File: config.mk
export PLATFORM = sky130hd
export DESIGN_NAME = fpga_config_supervisor_unit
export DESIGN_NICKNAME = d
export VERILOG_FILES = /design/src/fcs_pkg.sv /design/src/fcs_apb_regs.sv /design/src/fcs_step.sv /design/src/fpga_config_supervisor_unit.sv
export SDC_FILE = /design/constraint.sdc
export NUM_CORES = 1
export LEC_CHECK = 0
export BUFFER_PORTS_ARGS = -buffer_cell sky130_fd_sc_hd__buf_2
export CELL_PAD_IN_SITES_DETAIL_PLACEMENT = 1
export CELL_PAD_IN_SITES_GLOBAL_PLACEMENT = 2
export CORE_ASPECT_RATIO = 1.5
export CORE_MARGIN = 2
export CORE_UTILIZATION = 36
export DETAILED_ROUTE_END_ITERATION = 8
export PLACE_DENSITY = 0.78
export SYNTH_ARGS = -nofsm -noshare
export SYNTH_HDL_FRONTEND = slang
export SYNTH_SLANG_ARGS = --single-unit
File: constraint.sdc
create_clock -name aclk -period 7.16 [get_ports aclk]
set_clock_uncertainty 0.2 [all_clocks]
set_input_delay 0 -clock aclk [delete_from_list [all_inputs] [get_ports aclk]]
set_output_delay 0 -clock aclk [all_outputs]
set_load 0.05 [all_outputs]
File: src/fcs_pkg.sv
// ----------------------------------------------------------------------------
// fcs_pkg
// Shared types, constants and helpers of the FPGA configuration supervisor.
// ----------------------------------------------------------------------------
package fcs_pkg;

    // Field and counter widths
    localparam int TICK_W  = 32;
    localparam int COUNT_W = 16;
    localparam int LIMIT_W = 16;
    localparam int CMP_W   = TICK_W + 1;

    // Stream and register port widths
    localparam int S_TDATA_W = 48;
    localparam int M_TDATA_W = 80;
    localparam int PADDR_W   = 5;
    localparam int PDATA_W   = 32;

    // Register reset values
    localparam logic [LIMIT_W-1:0] LOAD_TIMEOUT_RST   = LIMIT_W'(5000);
    localparam logic [LIMIT_W-1:0] DETECT_TIMEOUT_RST = LIMIT_W'(100);
    localparam logic [LIMIT_W-1:0] ERROR_HOLD_RST     = LIMIT_W'(3000);
    localparam logic [LIMIT_W-1:0] POLL_INTERVAL_RST  = LIMIT_W'(500);

    // Register indexes (byte address / 4)
    localparam logic [2:0] REG_LOAD_TIMEOUT   = 3'd0;
    localparam logic [2:0] REG_DETECT_TIMEOUT = 3'd1;
    localparam logic [2:0] REG_ERROR_HOLD     = 3'd2;
    localparam logic [2:0] REG_POLL_INTERVAL  = 3'd3;
    localparam logic [2:0] REG_DONE_FITTED    = 3'd4;

    // Supervisor state codes as seen on the result channel
    localparam logic [2:0] CODE_STANDBY = 3'd0;
    localparam logic [2:0] CODE_LOAD    = 3'd1;
    localparam logic [2:0] CODE_RESET   = 3'd2;
    localparam logic [2:0] CODE_RUN     = 3'd3;
    localparam logic [2:0] CODE_PAUSE   = 3'd4;
    localparam logic [2:0] CODE_ERROR   = 3'd5;

    // Device status codes
    localparam logic [1:0] STATUS_UNKNOWN = 2'd0;
    localparam logic [1:0] STATUS_NORMAL  = 2'd1;
    localparam logic [1:0] STATUS_FAIL    = 2'd2;

    // Supervisor state, one-hot
    typedef enum logic [5:0] {
        ST_STANDBY = 6'b000001,
        ST_LOAD    = 6'b000010,
        ST_RESET   = 6'b000100,
        ST_RUN     = 6'b001000,
        ST_PAUSE   = 6'b010000,
        ST_ERROR   = 6'b100000
    } fcs_state_t;

    // One poll
    typedef struct packed {
        logic [TICK_W-1:0] now_tick;
        logic              init_b_pin;
        logic              done_pin;
        logic              power_enabled;
        logic              core_power_good;
        logic              clock_ready;
        logic              detect_ok;
        logic              detect_normal;
        logic              poll_ok;
        logic              poll_had_errors;
    } fcs_item_t;

    // Configuration register values
    typedef struct packed {
        logic [LIMIT_W-1:0] load_timeout_ticks;
        logic [LIMIT_W-1:0] detect_timeout_ticks;
        logic [LIMIT_W-1:0] error_hold_ticks;
        logic [LIMIT_W-1:0] poll_interval_ticks;
        logic               done_pin_fitted;
    } fcs_cfg_t;

    // Supervisor context carried from poll to poll
    typedef struct packed {
        fcs_state_t         state;
        logic [TICK_W-1:0]  entry_tick;
        logic [TICK_W-1:0]  load_start_tick;
        logic               prev_done_known;
        logic               prev_done;
        logic               timeout_flag;
        logic [COUNT_W-1:0] detect_fail_count;
        logic [COUNT_W-1:0] error_count;
        logic [1:0]         status;
        logic               warning;
        logic               iface;
    } fcs_ctx_t;

    // One result
    typedef struct packed {
        logic [2:0]         fsm_state;
        logic [1:0]         health_code;
        logic               bus_warning;
        logic               interface_enable;
        logic               load_timed_out;
        logic [COUNT_W-1:0] detect_fail_total;
        logic [COUNT_W-1:0] error_total;
        logic               detect_request;
        logic               poll_request;
        logic [TICK_W-1:0]  load_ticks;
    } fcs_result_t;

    // Map the one-hot state onto its external code
    function automatic logic [2:0] state_code(input fcs_state_t st);
        logic [2:0] code;
        unique case (st)
            ST_STANDBY: code = CODE_STANDBY;
            ST_LOAD:    code = CODE_LOAD;
            ST_RESET:   code = CODE_RESET;
            ST_RUN:     code = CODE_RUN;
            ST_PAUSE:   code = CODE_PAUSE;
            ST_ERROR:   code = CODE_ERROR;
            default:    code = CODE_STANDBY;
        endcase
        return code;
    endfunction

    // Saturating counter increment
    function automatic logic [COUNT_W-1:0] sat_inc(input logic [COUNT_W-1:0] c);
        return (&c) ? c : c + COUNT_W'(1);
    endfunction

endpackage

File: src/fcs_apb_regs.sv
// ----------------------------------------------------------------------------
// fcs_apb_regs
// APB register file holding the supervisor timeouts and the done-pin option.
// ----------------------------------------------------------------------------
module fcs_apb_regs import fcs_pkg::*; (
    input  logic               aclk,
    input  logic               aresetn,
    input  logic               psel,
    input  logic               penable,
    input  logic               pwrite,
    input  logic [PADDR_W-1:0] paddr,
    input  logic [PDATA_W-1:0] pwdata,
    output logic [PDATA_W-1:0] prdata,
    output logic               pready,
    output fcs_cfg_t           cfg_o
);

    fcs_cfg_t   cfg_reg;
    logic       wr_en;
    logic [2:0] reg_idx;

    assign pready  = 1'b1;
    assign wr_en   = psel && penable && pwrite;
    assign reg_idx = paddr[PADDR_W-1:2];
    assign cfg_o   = cfg_reg;

    // Write the addressed register on the access phase
    always_ff @(posedge aclk) begin
        if (!aresetn) begin
            cfg_reg.load_timeout_ticks   <= LOAD_TIMEOUT_RST;
            cfg_reg.detect_timeout_ticks <= DETECT_TIMEOUT_RST;
            cfg_reg.error_hold_ticks     <= ERROR_HOLD_RST;
            cfg_reg.poll_interval_ticks  <= POLL_INTERVAL_RST;
            cfg_reg.done_pin_fitted      <= 1'b1;
        end else if (wr_en) begin
            unique case (reg_idx)
                REG_LOAD_TIMEOUT:   cfg_reg.load_timeout_ticks   <= pwdata[LIMIT_W-1:0];
                REG_DETECT_TIMEOUT: cfg_reg.detect_timeout_ticks <= pwdata[LIMIT_W-1:0];
                REG_ERROR_HOLD:     cfg_reg.error_hold_ticks     <= pwdata[LIMIT_W-1:0];
                REG_POLL_INTERVAL:  cfg_reg.poll_interval_ticks  <= pwdata[LIMIT_W-1:0];
                REG_DONE_FITTED:    cfg_reg.done_pin_fitted      <= pwdata[0];
                default: ;
            endcase
        end
    end

    // Return the addressed register, zero beyond the list
    always_comb begin
        unique case (reg_idx)
            REG_LOAD_TIMEOUT:   prdata = PDATA_W'(cfg_reg.load_timeout_ticks);
            REG_DETECT_TIMEOUT: prdata = PDATA_W'(cfg_reg.detect_timeout_ticks);
            REG_ERROR_HOLD:     prdata = PDATA_W'(cfg_reg.error_hold_ticks);
            REG_POLL_INTERVAL:  prdata = PDATA_W'(cfg_reg.poll_interval_ticks);
            REG_DONE_FITTED:    prdata = PDATA_W'(cfg_reg.done_pin_fitted);
            default:            prdata = '0;
        endcase
    end

endmodule

File: src/fcs_step.sv
// ----------------------------------------------------------------------------
// fcs_step
// Decision logic for one poll: next supervisor context and the result item.
// ----------------------------------------------------------------------------
module fcs_step import fcs_pkg::*; (
    input  fcs_item_t   item_i,
    input  fcs_ctx_t    ctx_i,
    input  fcs_cfg_t    cfg_i,
    output fcs_ctx_t    ctx_o,
    output fcs_result_t res_o
);

    logic              fitted;
    logic              initb;
    logic              donep;
    logic              power_present;
    logic              enable;
    logic              done;
    logic [TICK_W-1:0] elapsed;
    logic [CMP_W-1:0]  elapsed_x;
    logic [CMP_W-1:0]  detect_limit;
    logic              det_req;
    logic              poll_req;
    logic [TICK_W-1:0] lticks;
    fcs_ctx_t          nx;

    // Qualify the pins
    assign fitted        = cfg_i.done_pin_fitted;
    assign initb         = fitted ? item_i.init_b_pin : 1'b1;
    assign donep         = fitted ? item_i.done_pin : 1'b1;
    assign power_present = item_i.power_enabled && item_i.core_power_good;
    assign enable        = item_i.clock_ready && power_present && initb;
    assign done          = power_present && donep;

    // Time in the current state, wrapping
    assign elapsed      = item_i.now_tick - ctx_i.entry_tick;
    assign elapsed_x    = CMP_W'(elapsed);
    assign detect_limit = CMP_W'(cfg_i.detect_timeout_ticks)
                        + (fitted ? CMP_W'(0) : CMP_W'(cfg_i.load_timeout_ticks));

    always_comb begin
        nx       = ctx_i;
        det_req  = 1'b0;
        poll_req = 1'b0;
        lticks   = '0;

        // Follow edges of done for the interface enable
        if (!ctx_i.prev_done_known || (ctx_i.prev_done != done)) begin
            nx.prev_done_known = 1'b1;
            nx.prev_done       = done;
            nx.iface           = done;
        end

        unique case (ctx_i.state)
            ST_STANDBY: begin
                nx.status            = STATUS_UNKNOWN;
                nx.detect_fail_count = '0;
                nx.error_count       = '0;
                nx.timeout_flag      = 1'b0;
                if (enable) begin
                    nx.state           = ST_LOAD;
                    nx.load_start_tick = item_i.now_tick;
                end
            end
            ST_LOAD: begin
                if (!enable) begin
                    nx.state = ST_STANDBY;
                end else if (done) begin
                    lticks   = item_i.now_tick - ctx_i.load_start_tick;
                    nx.state = ST_RESET;
                end else if (elapsed_x > CMP_W'(cfg_i.load_timeout_ticks)) begin
                    nx.timeout_flag = 1'b1;
                end
            end
            ST_RESET: begin
                if (!power_present) begin
                    nx.state = ST_STANDBY;
                end else if (fitted && !done) begin
                    nx.timeout_flag = 1'b0;
                    nx.state        = ST_LOAD;
                end else begin
                    nx.status = STATUS_UNKNOWN;
                    det_req   = 1'b1;
                    if (!item_i.detect_ok) begin
                        nx.state = ST_ERROR;
                    end else if (item_i.detect_normal) begin
                        nx.status = STATUS_NORMAL;
                        nx.state  = ST_RUN;
                    end else if (elapsed_x > detect_limit) begin
                        nx.detect_fail_count = sat_inc(ctx_i.detect_fail_count);
                        nx.state             = ST_ERROR;
                    end
                end
            end
            ST_RUN: begin
                if (!power_present || !done) begin
                    nx.state = ST_STANDBY;
                end else begin
                    poll_req = 1'b1;
                    if (item_i.poll_ok) begin
                        nx.warning = item_i.poll_had_errors;
                        nx.state   = ST_PAUSE;
                    end else begin
                        nx.error_count = sat_inc(ctx_i.error_count);
                        nx.state       = ST_ERROR;
                    end
                end
            end
            ST_PAUSE: begin
                // Poll delay wins over loss of done
                if (elapsed_x > CMP_W'(cfg_i.poll_interval_ticks)) begin
                    nx.state = ST_RUN;
                end else if (!done) begin
                    nx.state = ST_STANDBY;
                end
            end
            ST_ERROR: begin
                nx.error_count = sat_inc(ctx_i.error_count);
                nx.status      = STATUS_FAIL;
                if (elapsed_x > CMP_W'(cfg_i.error_hold_ticks)) begin
                    nx.state = ST_RESET;
                end
            end
            default: ;
        endcase

        // Restart the state timer on any move
        if (nx.state != ctx_i.state) begin
            nx.entry_tick = item_i.now_tick;
        end
    end

    assign ctx_o = nx;

    // Assemble the result
    assign res_o.fsm_state         = state_code(nx.state);
    assign res_o.health_code       = nx.status;
    assign res_o.bus_warning       = nx.warning;
    assign res_o.interface_enable  = nx.iface;
    assign res_o.load_timed_out    = nx.timeout_flag;
    assign res_o.detect_fail_total = nx.detect_fail_count;
    assign res_o.error_total       = nx.error_count;
    assign res_o.detect_request    = det_req;
    assign res_o.poll_request      = poll_req;
    assign res_o.load_ticks        = lticks;

endmodule

File: src/fpga_config_supervisor_unit.sv
// ----------------------------------------------------------------------------
// fpga_config_supervisor_unit
// Poll-driven FPGA configuration supervisor with APB configuration.
// ----------------------------------------------------------------------------
//  Channel   Direction  Ports             Carries
//  s_        in         s_tvalid/tready   one poll per transfer
//  m_        out        m_tvalid/tready   one result per poll
//  APB       in/out     psel..pready      five configuration registers
//
//  Each poll passes through the poll register and then the result register;
//  one poll per cycle is sustained while m_ does not stall, set by the single
//  step of decision logic between the poll register and the result register.
//  Reset is synchronous and clears the supervisor to standby and the
//  registers to their defaults.
//  A stall on m_ holds the result; s_tready drops only when both the poll
//  register and the result register are full.
// ----------------------------------------------------------------------------
module fpga_config_supervisor_unit import fcs_pkg::*; (
    input  logic                 aclk,
    input  logic                 aresetn,
    // poll: [31:0] now_tick, [32] init_b_pin, [33] done_pin, [34] power_enabled,
    // [35] core_power_good, [36] clock_ready, [37] detect_ok, [38] detect_normal,
    // [39] poll_ok, [40] poll_had_errors, [47:41] zero
    input  logic                 s_tvalid,
    output logic                 s_tready,
    input  logic [S_TDATA_W-1:0] s_tdata,
    // result: [2:0] fsm_state, [4:3] health_code, [5] bus_warning,
    // [6] interface_enable, [7] load_timed_out, [23:8] detect_fail_total,
    // [39:24] error_total, [40] detect_request, [41] poll_request,
    // [73:42] load_ticks, [79:74] zero
    output logic                 m_tvalid,
    input  logic                 m_tready,
    output logic [M_TDATA_W-1:0] m_tdata,
    input  logic                 psel,
    input  logic                 penable,
    input  logic                 pwrite,
    input  logic [PADDR_W-1:0]   paddr,
    input  logic [PDATA_W-1:0]   pwdata,
    output logic [PDATA_W-1:0]   prdata,
    output logic                 pready
);

    localparam int ITEM_W = $bits(fcs_item_t);
    localparam int RES_W  = TICK_W + 2 * COUNT_W + 10;

    fcs_cfg_t    cfg;
    fcs_item_t   item_reg;
    logic        in_valid_reg;
    fcs_ctx_t    ctx_reg;
    fcs_ctx_t    ctx_next;
    fcs_result_t res_next;
    fcs_result_t res_reg;
    logic        out_valid_reg;
    logic        out_adv;
    logic        step_en;
    fcs_item_t   s_item;

    fcs_apb_regs u_regs (
        .aclk    (aclk),
        .aresetn (aresetn),
        .psel    (psel),
        .penable (penable),
        .pwrite  (pwrite),
        .paddr   (paddr),
        .pwdata  (pwdata),
        .prdata  (prdata),
        .pready  (pready),
        .cfg_o   (cfg)
    );

    fcs_step u_step (
        .item_i (item_reg),
        .ctx_i  (ctx_reg),
        .cfg_i  (cfg),
        .ctx_o  (ctx_next),
        .res_o  (res_next)
    );

    // Unpack the poll
    assign s_item.now_tick        = s_tdata[TICK_W-1:0];
    assign s_item.init_b_pin      = s_tdata[TICK_W];
    assign s_item.done_pin        = s_tdata[TICK_W+1];
    assign s_item.power_enabled   = s_tdata[TICK_W+2];
    assign s_item.core_power_good = s_tdata[TICK_W+3];
    assign s_item.clock_ready     = s_tdata[TICK_W+4];
    assign s_item.detect_ok       = s_tdata[TICK_W+5];
    assign s_item.detect_normal   = s_tdata[TICK_W+6];
    assign s_item.poll_ok         = s_tdata[TICK_W+7];
    assign s_item.poll_had_errors = s_tdata[ITEM_W-1];

    // Flow control: advance the result stage when empty or drained
    assign out_adv  = !out_valid_reg || m_tready;
    assign s_tready = !in_valid_reg || out_adv;
    assign step_en  = in_valid_reg && out_adv;

    // Poll register
    always_ff @(posedge aclk) begin
        if (!aresetn) begin
            in_valid_reg <= 1'b0;
        end else if (s_tready) begin
            in_valid_reg <= s_tvalid;
        end
    end

    always_ff @(posedge aclk) begin
        if (s_tready && s_tvalid) begin
            item_reg <= s_item;
        end
    end

    // Supervisor context
    always_ff @(posedge aclk) begin
        if (!aresetn) begin
            ctx_reg.state             <= ST_STANDBY;
            ctx_reg.entry_tick        <= '0;
            ctx_reg.load_start_tick   <= '0;
            ctx_reg.prev_done_known   <= 1'b0;
            ctx_reg.prev_done         <= 1'b0;
            ctx_reg.timeout_flag      <= 1'b0;
            ctx_reg.detect_fail_count <= '0;
            ctx_reg.error_count       <= '0;
            ctx_reg.status            <= STATUS_UNKNOWN;
            ctx_reg.warning           <= 1'b0;
            ctx_reg.iface             <= 1'b0;
        end else if (step_en) begin
            ctx_reg <= ctx_next;
        end
    end

    // Result register
    always_ff @(posedge aclk) begin
        if (!aresetn) begin
            out_valid_reg <= 1'b0;
        end else if (out_adv) begin
            out_valid_reg <= in_valid_reg;
        end
    end

    always_ff @(posedge aclk) begin
        if (step_en) begin
            res_reg <= res_next;
        end
    end

    // Pack the result
    assign m_tvalid = out_valid_reg;
    assign m_tdata  = {(M_TDATA_W - RES_W)'(0),
                       res_reg.load_ticks,
                       res_reg.poll_request,
                       res_reg.detect_request,
                       res_reg.error_total,
                       res_reg.detect_fail_total,
                       res_reg.load_timed_out,
                       res_reg.interface_enable,
                       res_reg.bus_warning,
                       res_reg.health_code,
                       res_reg.fsm_state};

endmodule

## Yosys cells after proc, flatten, opt, wreduce, memory -nomap -nowiden

Cells that the tools add are included.

| storage, ports and cells | value |
|---|---|
| register bits | 291 |
| bits in latches | 0 |
| bits in writable memories | 0 |
| memory bits (read-only) | 0 |
| bits of input ports | 92 |
| output and inout bits | 115 |
| word-level logic and storage cells | 141 |
| memories kept | 0 |

| operators by class | value |
|---|---|
| $add $sub $neg | 5 |
| multipliers | 0 |
| div/mod/pow operators | 0 |
| magnitude comparators | 4 |
| equality and inequality tests | 17 |
| shifts and indexed selects | 0 |
| muxes and demuxes | 46 |
| bitwise logic cells | 0 |
| reductions and logical operators | 31 |

Operator list:

| operator | number |
|---|---|
| $mux 16 | 9 |
| $gt 32x16->1 | 3 |
| $pmux 16 s5 | 1 |
| $mux 6 | 13 |
| $sub 32x32->32 | 2 |
| $pmux 16 s3 | 1 |
| $pmux 6 s6 | 1 |
| $add 16x33->33 | 1 |
| $gt 32x33->1 | 1 |
| $add 16x1->16 const B | 2 |
| $pmux 16 s2 | 1 |
| $reduce_and 16->1 | 2 |
| $mux 17 | 1 |
| $reduce_and 2->1 | 8 |
| $pmux 3 s5 | 1 |
| $mux 1 | 13 |
| $eq 6x2->1 const B | 2 |
| $eq 6x3->1 const B | 2 |
| $eq 6x4->1 const B | 2 |
| $eq 6x5->1 const B | 2 |
| $eq 6x6->1 const B | 2 |
| $logic_and 1x1->1 | 9 |
| $eq 3x2->1 const B | 2 |
| $eq 6x1->1 const B | 1 |
| 11 further kinds | 21 |

## Logic depth before layout (Yosys ltp)

| logic depth | value |
|---|---|
| word-level depth | 11 |
| depth in mapped cells | 30 |

## By module

From an unflattened synthesis, not the netlist that was laid out.

| unflattened totals | value |
|---|---|
| cell total of the unflattened synthesis | 2156 |
| area total of the unflattened synthesis | 19451.2 um^2 |

By module, submodules not included:

| module | instances | cells an instance | area an instance (um^2) | seq. area each (um^2) |
|---|---|---|---|---|
| fcs_step | 1 | 1238 | 8310.5 | 0.0 |
| fpga_config_supervisor_unit | 1 | 604 | 7881.3 | 5675.4 |
| fcs_apb_regs | 1 | 314 | 3259.4 | 1301.2 |

## Worst setup path after synthesis

Ideal clock, no wire load.

| path | value |
|---|---|
| path kind | reg-to-reg |
| start | register u_regs.cfg_reg, in the netlist u_regs.cfg_o[0] |
| end | register res_reg, in the netlist m_tdata[22], data pin |
| setup time | 269 ps |
| data arrival time | 4841 ps |
| required time | 6691 ps |
| path slack | 1850 ps |
| cell stages (with the launch flop) | 29 |
| period minus slack after synthesis | 5310 ps |
| path through | dfxtp_1 > clkbuf_1 > nor2b_1 > ha_1 > fa_1 > a21oi_1 > nor2_1 > nor2_1 > o21bai_1 > a21oi_1 > nor2b_1 > o21a_1 > nor2_1 > o21bai_1 > a21oi_1 > o21ai_0 > a31o_2 > xnor2_1 > ha_1 > nand4_1 > or4_1 > nand3_1 > and4_4 > nand2b_4 > buf_6 > buf_2 > nor3_1 > mux2i_1 > nor2_1 |

RTL lines:

| what | RTL line | text |
|---|---|---|
| start: declaration | fcs_apb_regs.sv:18 | `fcs_cfg_t cfg_reg;` |
| end signal: assignment | fpga_config_supervisor_unit.sv:141 | `res_reg <= res_next;` |
| end: declaration | fpga_config_supervisor_unit.sv:52 | `fcs_result_t res_reg;` |

## Final worst setup path

| path | value |
|---|---|
| start | register u_regs.cfg_reg, in the netlist u_regs.cfg_o[0] |
| end | register ctx_reg[92] (netlist name) |

| on the way | value |
|---|---|
| word-level cells in the longest chain between the ends | 11 |
| elaborated cells on any way between the ends | 24 |
| classes of those cells | 1 x add/sub; 1 x order compare; 1 x eq/ne; 15 x mux; 6 x reduce/logical |

RTL lines:

| what | RTL line | text |
|---|---|---|
| $mux 16 | fcs_step.sv:39 | `+ (fitted ? CMP_W'(0) : CMP_W'(cfg_i.load_timeout_ticks));` |
| $add 16x33->33 | fcs_step.sv:39 |  |
| $gt 32x33->1 | fcs_step.sv:89 | `end else if (elapsed_x > detect_limit) begin` |
| $mux 6 | fcs_step.sv:89 |  |
| $mux 6 | fcs_step.sv:86 | `end else if (item_i.detect_normal) begin` |
| $mux 6 | fcs_step.sv:84 | `if (!item_i.detect_ok) begin` |
| $mux 6 | fcs_step.sv:78 | `end else if (fitted && !done) begin` |
| $mux 6 | fcs_step.sv:76 | `if (!power_present) begin` |
| $pmux 6 s6 (*) | fcs_step.sv:54 | `unique case (ctx_i.state)` |
| $ne 6x6->1 (*) | fcs_step.sv:128 | `if (nx.state != ctx_i.state) begin` |
| $reduce_and 2->1 (no source line) (*) | - |  |
| end signal: assignment | fpga_config_supervisor_unit.sv:126 | `ctx_reg <= ctx_next;` |
| end: declaration | fpga_config_supervisor_unit.sv:49 | `fcs_ctx_t ctx_reg;` |

Mark *: on every way between the ends. The rest lies on a longest branch, timed or not.
A chain may end at the register's enable or synchronous reset.

==> reports/results.txt <==
The number of clock buffers inserted by TritonCTS was 34; the number of flip-flops under the largest register name was 109. The startpoint identified for the worst register-to-register timing path is u_regs.cfg_o[0]. Number of buffers added to fix hold violations after cts: 101. The detailed-placement wirelength estimate came out at 41580 um.

At the end of the flow the core is filled with cells to 43.58%. The final setup violation count is 0, and the detailed-router iteration count before antenna repair is 5. On the worst path, the slowest cell contributes a delay of 0.53 ns. STA classifies the critical path startpoint as a flip-flop. Hold timing on the final database bottoms out at a slack of 0.03384 ns. The worst-path cell with the longest stage delay is sky130_fd_sc_hd__dfxtp_1. The worst hold path passes through 2 cells. The placer's final routability congestion estimate is 0.8254, and the ratio of total power to cell area is 209.1 nW/um2. The run finished with clean final reports. The total overflow reported by the global router was 0.

The path with the worst hold slack has its endpoint at item_reg[7]. The clock tree synthesis step divided the H-tree into 2 levels. Setup total negative slack on the finished layout was measured at 0 ns. After synthesis the cells add up to 17730 um2.

The detailed router's first-iteration violation count came out at 590. After detailed routing, the met3 layer carries 1636 um of wire. The run gives 48680 um2 as the core footprint. The number of different library cells used by synthesis comes to 83. Number of buffers on the longest clock path: 3. The tools report the part of the power in combinational logic as 17.9%. With fillers left out, the area of the finished cells amounts to 21220 um2. Synthesis handed over a netlist of 2066 instances. The clock network is responsible for 41.2% of the overall power. Entering global routing, the biggest net connects 87 pins.

Transition time of the tightest slew-check pin: 1.190 ns. The logs give 2524 for the number of nets in the layout and 36.41% for the initial cell density of the core. The internal portion of the total power is 3.144 mW.

The library cell used as clock root buffer was sky130_fd_sc_hd__clkbuf_16. In the final routed layout, each cell accounts on average for 19.52 um. In the global route stage, overall resource usage came out at 22.83%. The final non-filler cell total came out at 2967.

For the count of pins over their slew limit, the log shows 0. The critical path class is flip-flop to flip-flop. For flop-to-flop paths, the worst setup slack is 1.10 ns. In this run the mean area of a mapped cell was 8.580 um2. Along the worst path, the maximum fanout reaches 64.

The number of antenna violations at the first check in global routing is 0. Most instantiated flip-flop cell in the synthesis netlist: sky130_fd_sc_hd__dfxtp_1. For this run, the number of Yosys warnings is 0. The startpoint identified for the worst hold timing path is s_tdata[33].

The number of global-route vias before repair was 16.76k; the synthesis-stage register bit count was 291. The share of final-layout standard cells stronger than drive strength 1 is 11.86%, and the portion of the post-synthesis area used by sequential elements is 39.36%. Counting tap cells, the placed design contains a total of 2803 instances. The count of final hold-check violations is 0. The reported max-cap violation count is 0. In the final routing, the length of wire on met1 measures 23100 um. The final critical path takes up 84.63% of the cycle. Net switching is 29.13% of the power.

The layout has 5771 filler cells. For the relative slew slack, the log shows 20.65%. The tightest min-delay check is of the primary input to flip-flop type. Detailed routing placed a total of 31610 um of wire on met2.

The tools report the beginning of the critical path as u_regs.cfg_o[0]. The clock latency of the later-clocked register in the worst-skew pair came out at 0.54 ns. After detailed routing, the number of vias per cell comes to 5.375. The logs give 199.1 uV for the largest vdd supply drop and 91550 um for the global-route wire length before repair. The detailed router used layers up to and including met4. The critical path endpoint category is a flip-flop. TritonCTS built the clock tree. The run gives 0 as the post-detailed-route count of antenna-violating nets.

The destination of the worst register-to-register timing path was ctx_reg[92]. Of the total power, registers draw 40.9%. The leakage dissipation was 8.108 nW. The area after detailed placement was 19040 um2; the count of flip-flops with a built-in enable after synthesis was 115. In this run the post-CTS setup repair buffer count came out at 0. In the synthesized netlist the async set-or-reset flop fraction comes to 0%. Number of top-level pins: 207. The port buffer count was 158; the vertical die dimension was 275.8 um. The area growth from synthesis to layout is 19.69%. Setup repair after global routing left no endpoint under its margin. The logs give 6.30 ns for the worst path arrival time and 1.293 mW for the net switching component of the power. The required time of the critical path is 7.40 ns, and the floorplan die area is 51060 um2.

The initialized floorplan defines 99 standard-cell rows. The register clock-pin slew on the reported worst setup and hold paths works out to 0.07 ns. Post-CTS repair changed the size of 0 cells. The upper clock frequency limit was 165.0 MHz; the time the final worst path needs with I/O delays and setup was 6.059 ns. The cell that appears most often on the critical path is sky130_fd_sc_hd__a21oi_1. The count of clock tree sinks was 291; the die outline width was 185.2 um. The post-detailed-routing wire length was 57910 um; the DRC violation count after routing was 0.

The total via count after detailed routing is 15.95k, and the number of cells traversed by the worst register-to-register path is 28.
[cell families (layout without fill, tap and decap cells)]
logic type / count (synthesis) / count (layout) / share of synthesized area [%]
AO/OA/AOI/OAI: 513 / 513 / 18.07
XOR/XNOR: 61 / 61 / 3.014
adder cells (fa/ha/maj): 148 / 148 / 10.57
buffers and inverters: 249 / 472 / 5.915
flip-flops: 291 / 291 / 39.36
multiplexers: 30 / 30 / 2.767
other: 2 / 24 / 0.04237
AND/OR/NAND/NOR: 772 / 772 / 20.26
[routing by layer]
layer / vias up / track usage [%]
met3: 83 / 2.454
met4: 0 / 6.871
met1: 7844 / 25.19
li1: 7744 / -
met5: - / 0
met2: 277 / 45.14
[cell usage in the layout (no fill, tap or decap), drive strengths merged, types with 10 or more instances in the layout]
cell,n
nand2,335
a21oi,183
dfxtp,176
buf,172
ha,145
nor2,138
inv,136
o21ai,120
edfxtp,115
dlygate4sd3,101
nand3,84
clkbuf,43
nor2b,38
a21o,38
o211ai,34
nor3,33
nand4,31
xnor2,31
xor2,30
nand2b,28
and3,26
conb,23
o21a,22
mux4,15
clkinv,14
mux2i,13
a31oi,12
o31ai,11
a211oi,10
[area by class of cell]
| cell class | instances | area [um2] | area share [%] |
|---|---|---|---|
| flip-flops and latches | 291 | 6977 | 32.89 |
| well taps | 656 | 820.8 | 3.869 |
| multi-input cells | 1547 | 9816 | 46.27 |
| clock inverters | 19 | 244.0 | 1.150 |
| clock buffers | 43 | 915.9 | 4.317 |
| inverters | 137 | 518.0 | 2.442 |
| repair buffers | 273 | 1922 | 9.059 |
| diodes | 1 | 2.502 | 0.01180 |
[how the worst max path moves through the flow]
stage                  end  slack (ns)  depth (start not counted)
5_1_grt        ctx_reg[92]        0.51                         28
3_5_place_dp   ctx_reg[92]        0.99                         28
3_3_place_gp    m_tdata[2]        1.05                         27
2_1_floorplan  m_tdata[22]        1.85                         28
6_report       ctx_reg[92]        1.10                         28
4_1_cts        ctx_reg[92]        0.96                         28
[stage by stage]
stage / power (mW) / setup slack [ns]
after floorplan: 2.377 / 1.850
after global routing: 4.631 / 0.5051
after detailed placement: 2.598 / 0.9864
after CTS: 4.488 / 0.9580
final: 4.437 / 1.101
after global placement: 2.578 / 1.055
[Yosys cell counts (all sizes together), types with 30 or more instances]
cell / instances / area (um2)
a21o: 38 / 285.3
a21oi: 183 / 934.7
buf: 42 / 271.5
clkbuf: 70 / 262.8
dfxtp: 176 / 3523
edfxtp: 115 / 3453
ha: 145 / 1814
inv: 135 / 506.7
nand2: 335 / 1257
nand3: 84 / 420.4
nand4: 31 / 193.9
nor2: 138 / 520.5
nor2b: 38 / 237.7
nor3: 33 / 170.2
o211ai: 34 / 255.2
o21ai: 120 / 600.6
xnor2: 31 / 271.5
xor2: 30 / 262.8
[worst max-delay path, delay by kind of cell, from the launching register on]
family	cells	cell delay, ns
DFF	1	0.53
AOI/OAI and AO/OA	15	2.78
buffers and inverters	1	0.24
adders and majority gates	3	0.90
xor gates and xnor gates	1	0.16
and+or+nand+nor	8	1.09
[power groups by stage]
stage | registers [mW] | clock network, mW | logic (mW)
after global placement | 1.85 | 0 | 0.728
after floorplan | 1.89 | 0 | 0.489
final | 1.82 | 1.83 | 0.792
after CTS | 1.82 | 1.88 | 0.793
after global routing | 1.82 | 1.93 | 0.878
after detailed placement | 1.85 | 0 | 0.745
(Power assumes the default switching activity.)
